===== config.mk =====
export PLATFORM = sky130hd
export DESIGN_NAME = vrth_queue
export DESIGN_NICKNAME = d
export VERILOG_FILES = /design/src/rtl/vrth_pkg.sv /design/src/rtl/vrth_queue.sv
export SDC_FILE = /design/constraint.sdc
export NUM_CORES = 1
export LEC_CHECK = 0
export BUFFER_PORTS_ARGS = -buffer_cell sky130_fd_sc_hd__buf_4
export CAP_MARGIN = 10
export CELL_PAD_IN_SITES_DETAIL_PLACEMENT = 1
export CELL_PAD_IN_SITES_GLOBAL_PLACEMENT = 1
export CORE_MARGIN = 2
export CORE_UTILIZATION = 43
export DETAILED_ROUTE_END_ITERATION = 12
export PLACE_DENSITY = 0.7
export SLEW_MARGIN = 20
export SYNTH_ARGS = -nofsm -noshare
export SYNTH_HDL_FRONTEND = slang
export SYNTH_SLANG_ARGS = --single-unit

===== constraint.sdc =====
create_clock -name clk -period 1.35 [get_ports clk]
set_input_delay 0.0675 -clock clk [delete_from_list [all_inputs] [get_ports clk]]
set_output_delay 0.0675 -clock clk [all_outputs]
set_load 0.01 [all_outputs]

===== src/rtl/vrth_pkg.sv =====
// ----------------------------------------------------------------------------
// vrth_pkg
// Shared types and constants of the vertical ray / triangle hit block.
// ----------------------------------------------------------------------------
package vrth_pkg;

    // configuration port
    localparam int DATA_W       = 32;
    localparam int ADDR_W       = 3;
    localparam int REG_IDX_LSB  = 2;
    localparam logic [ADDR_W-REG_IDX_LSB-1:0] REG_HALF_SPAN = 1'b0;

    // half span register
    localparam int SPAN_W     = 24;
    localparam int SPAN_UNITS = 100;

    // classification made by the front end
    typedef enum logic [1:0] {
        CLS_NORMAL,
        CLS_OUTSIDE,
        CLS_DEGEN
    } cls_t;

    // result reason code
    typedef enum logic [2:0] {
        OUT_HIT     = 3'd0,
        OUT_OUTSIDE = 3'd1,
        OUT_DEGEN   = 3'd2,
        OUT_BELOW   = 3'd3,
        OUT_ABOVE   = 3'd4
    } outcome_t;

    // queue status seen by both ends
    typedef struct packed {
        logic full;
        logic empty;
    } q_stat_t;

endpackage


===== src/rtl/vrth_queue.sv =====
// ----------------------------------------------------------------------------
// vrth_queue
// Short FIFO between front and back end.
// ----------------------------------------------------------------------------
module vrth_queue #(
    parameter int DATA_W = 8,
    parameter int DEPTH  = 4
) (
    input  logic               clk,
    input  logic               rst_n,
    input  logic               push,
    input  logic [DATA_W-1:0]  push_data,
    input  logic               pop,
    output logic [DATA_W-1:0]  pop_data,
    output vrth_pkg::q_stat_t  q_stat
);
    import vrth_pkg::*;

    localparam int PTR_W = (DEPTH > 1) ? $clog2(DEPTH) : 1;
    localparam int CNT_W = $clog2(DEPTH + 1);

    logic [DATA_W-1:0] mem [DEPTH];
    logic [PTR_W-1:0]  wr_ptr_reg, rd_ptr_reg;
    logic [CNT_W-1:0]  cnt_reg;

    function automatic logic [PTR_W-1:0] bump(input logic [PTR_W-1:0] p);
        return (p == PTR_W'(DEPTH - 1)) ? '0 : p + 1'b1;
    endfunction

    always_ff @(posedge clk)
    begin
        if (push)
            mem[wr_ptr_reg] <= push_data;
    end

    always_ff @(posedge clk or negedge rst_n)
    begin
        if (!rst_n)
        begin
            wr_ptr_reg <= '0;
            rd_ptr_reg <= '0;
            cnt_reg    <= '0;
        end
        else
        begin
            if (push)
                wr_ptr_reg <= bump(wr_ptr_reg);
            if (pop)
                rd_ptr_reg <= bump(rd_ptr_reg);
            unique case ({push, pop})
                2'b10:   cnt_reg <= cnt_reg + 1'b1;
                2'b01:   cnt_reg <= cnt_reg - 1'b1;
                default: cnt_reg <= cnt_reg;
            endcase
        end
    end

    assign pop_data     = mem[rd_ptr_reg];
    assign q_stat.full  = (cnt_reg == CNT_W'(DEPTH));
    assign q_stat.empty = (cnt_reg == '0);

endmodule


==> metrics list <==
* Remaining max-slew budget at the tightest pin: about nine tenths
* Proportion of total power due to net switching: just under 30%
- The number of global-route vias before repair was 936.
- DP Wirelength: 1850 um
- TritonCTS clock tree: done
* DR vias: 836
- After the flow finishes, the layout carries non-filler instances totaling between 150 and 200.
- At the end of routability-driven placement, the weighted congestion stood at ~0.64.
- N_diodes: 0
- Across the run, the number of max-cap violations was 0.
* Number of nets with antenna violations after detailed routing: 0
- Dividing the synthesized area by the synthesized cell count gives 19.7 um2.
- Worst clock skew: 3.55 ps
- The first detailed-routing pass ran for 4 iterations.
- Row Count: 21
* Post-Route WL: approximately 2800 um
- The region available for standard cell placement spans 3420 um2.
- Violations in the final reports: negative setup slack
- Combinational logic burns between 40% and 50% of the power.
* Period utilisation layout: 120%
- Hold crit path type: input pin to register
- Fill cells in the final layout number 300.
* Vertical die dimension: ~64 um
* Highest ir drop seen on vdd: 0.000704 V
- Final setup margin: -267 ps
- Number of failing setup endpoints in the final timing report: 9
- Layout Nets: 144
- Multi-input gate area in the final layout: 408 um2
- Prevailing post-synth register cell: sky130_fd_sc_hd__edfxtp_1
- Largest area contributor in the netlist: sky130_fd_sc_hd__edfxtp_1
- The number of different library cells used by synthesis comes to 19.
- Max reg flops: 32
* I/O pin cnt: 22
- Number of DRC violations after detailed-routing iteration 0: 22
- The number of nets in the synthesized netlist is 99.
* P per Cell Area: between 1500 and 2000 nW/um2
* Post-synth EDFFs: 32
* Largest cells by area after synthesis: sky130_fd_sc_hd__edfxtp_1 61%, sky130_fd_sc_hd__mux4_2 11%, sky130_fd_sc_hd__dfrtp_1 11%
- After synthesis the netlist holds a flip-flop and latch count of 39.
- GR Util All Layers: 15.9%
* Critical path required time: 1280 ps
- After detailed routing, the number of remaining DRC violations is 0.
- Slowest cell on crit path: sky130_fd_sc_hd__mux4_2
- Sequential elements use between 70% and 80% of the synthesized area.
- Synthesized area: 1570 um2
- Derived from the worst setup path, the maximum achievable clock frequency is 618 MHz.
- Total Power Consumption: 3.95 mW
- Of the cells placed in the final design, the portion with a size suffix greater than 1 is roughly two fifths.
- Endpoints failing hold: 0
* Power Internal: 2.78 mW
- Level count of the clock H-tree: 2
* Clk slew on worst S/H paths: ~100 ps
- Number of post-CTS setup repair buffers: 0
* Vias per inst: around 4.9
- Slew at the pin closest to its max-slew limit: 172 ps
* CTS sink count: 39
- Part of the total power dissipated in sequential elements: 43.5%
* FF/Latch Area: about 1100 um2
- The top cell type by area accounts for 61.1% of the synthesized area.
* Critical Setup Path Class: register to output port
- Setup repair after global routing could not meet its margin everywhere.
- The clock network accounts for 14.0% of the total power.
- Clock latency on the worst-skew pair, taken at its later pin, is 340 ps.
- In this run, CTS created clock tree buffers numbering 5.
- The total overflow left after global routing is 0.
- Including well taps, the total number of placed cells is 154.
* Wire length of the first global-routing pass: roughly 4600 um
- The worst setup path is launched from a register.
* Area growth from synthesis to layout: 33.0%
- From left edge to right edge, the die measures 64.5 um.
- Crit-path cells: buf_12 -> mux4_2 -> buf_6
- Nature of the critical path endpoint: output port
- Counting flops with an async set or reset pin after synthesis yields a share of 17.9%.
- Counting along the longest clock path gives a buffer depth of 2.
- Summed over all nets, the switching power comes to 1.17 mW.
* Arrival @ worst endpoint: 1550 ps
- Largest stage delay, worst path: roughly 520 ps
* Root buffer cell: sky130_fd_sc_hd__clkbuf_4
- Synthesis produced 80 cells.
- Antenna violations before repair: 0
- After detailed routing, the average wire length per cell comes to roughly 16 um.
* Initial Utilization: 46.0%
* Slew Viols, Final: 0
- Biggest fanout along the worst timing path: 11
- The worst path in the final design needs a cycle of 1620 ps, including I/O delays and setup.
- Outcome: finished with violations
- Cell leakage power: 0.810 nW
- IO buf count: 21
* Overall die area: 4160 um2
- Yosys printed 0 warnings.
- Largest net degree at the start of global routing: 12
stage by stage:
step | worst slack, ps | instance area (um2) | hold slack (ps) | TNS (ps) | util (%)
3_3_place_gp | 41.9 | 1900 | -116 | 0 | 55.7
4_1_cts | -297 | 2080 | 22.0 | -2280 | 61.0
6_report | -267 | 2090 | 44.8 | -2060 | 61.2
2_1_floorplan | 47.4 | 1570 | -228 | 0 | -
5_1_grt | -333 | 2090 | 35.3 | -2660 | 61.2
3_5_place_dp | -26.4 | 1900 | -113 | -26.4 | 55.7
logic make-up (layout without fill, tap and decap cells):
group / count (synthesis) / after routing / share of synthesized area [%]
compound gates: 2 / 2 / 0.636
xor+xnor: 3 / 3 / 1.67
fa+ha+maj: 7 / 7 / 6.05
buf+inv: 8 / 54 / 2.47
flops: 39 / 39 / 72.2
mux: 11 / 11 / 13.5
simple gates: 10 / 10 / 3.42
per-layer routing:
metal / routed length (um) / up-vias / track usage, %
li1: - / 393 / -
met1: 1140 / 421 / 18.8
met2: 1470 / 16 / 26.7
met5: 0 / - / 0
met4: 68 / 0 / 9.57
met3: 92 / 6 / 3.30
Yosys cell counts, drive strengths merged, types with 2 or more instances:
cell	n
and2	4
buf	2
dfrtp	7
edfxtp	32
ha	6
inv	6
mux2	2
mux4	8
nor2	2
o21ai	2
xor2	2
cell usage in the layout (no fill, tap or decap), types with 2 or more instances in the layout:
cell / count
sky130_fd_sc_hd__ha_1: 6
sky130_fd_sc_hd__buf_6: 8
sky130_fd_sc_hd__buf_12: 5
sky130_fd_sc_hd__buf_4: 17
sky130_fd_sc_hd__dfrtp_1: 7
sky130_fd_sc_hd__xor2_1: 2
sky130_fd_sc_hd__mux2_2: 2
sky130_fd_sc_hd__inv_2: 2
sky130_fd_sc_hd__inv_1: 4
sky130_fd_sc_hd__mux4_2: 8
sky130_fd_sc_hd__edfxtp_1: 32
sky130_fd_sc_hd__clkbuf_1: 2
sky130_fd_sc_hd__dlygate4sd3_1: 10
sky130_fd_sc_hd__nor2_1: 2
sky130_fd_sc_hd__and2_1: 3
sky130_fd_sc_hd__o21ai_0: 2
sky130_fd_sc_hd__clkbuf_4: 5
worst paths after layout:
path	from	cells past startpoint	slack [ps]	endpoint
worst min-delay path	push	3	40	wr_ptr_reg[0]$_DFFE_PN0P_
worst min register to register	cnt_reg[2]$_DFFE_PN0P_	1	570	cnt_reg[2]$_DFFE_PN0P_
min in group asynchronous	rst_n	2	80	cnt_reg[1]$_DFFE_PN0P_
worst max-delay path	rd_ptr_reg[0]$_DFFE_PN0P_	3	-270	pop_data[3]
worst max register to register	cnt_reg[1]$_DFFE_PN0P_	5	-10	cnt_reg[2]$_DFFE_PN0P_
max in group asynchronous	rst_n	2	1150	cnt_reg[0]$_DFFE_PN0P_
worst max-delay path: cells and delay by family (launching register included):
kind                   cells  cell delay, ps
flip-flops                 1             390
multiplexers               1             520
buffers and inverters      2             290
power groups by stage:
stage,registers [mW],clock network [mW],logic (mW)
4_1_cts,1.71,0.584,1.70
2_1_floorplan,1.69,0,0.836
3_3_place_gp,1.71,0,1.48
3_5_place_dp,1.73,0,1.54
6_report,1.72,0.552,1.68
5_1_grt,1.74,0.637,1.83
final cells by class:
| cell class | instances | area share, % |
|---|---|---|
| timing repair buffer | 40 | 20.0 |
| inverter | 6 | 1.08 |
| clock inverter | 1 | 0.239 |
| sequential | 39 | 54.3 |
| tap | 46 | 2.75 |
| clock buffer | 7 | 2.15 |
| multi-input combinational | 33 | 19.5 |
repair_timing:
| item | in CTS | in global routing |
|---|---|---|
| pin swaps | 2 | 2 |
| hold buffers | 10 | 0 |
| endpoints found under the hold margin | 41 | 0 |
| endpoints found under the setup margin | 9 | 15 |
| gates resized for setup | 11 | 2 |
(Power assumes the default switching activity.)
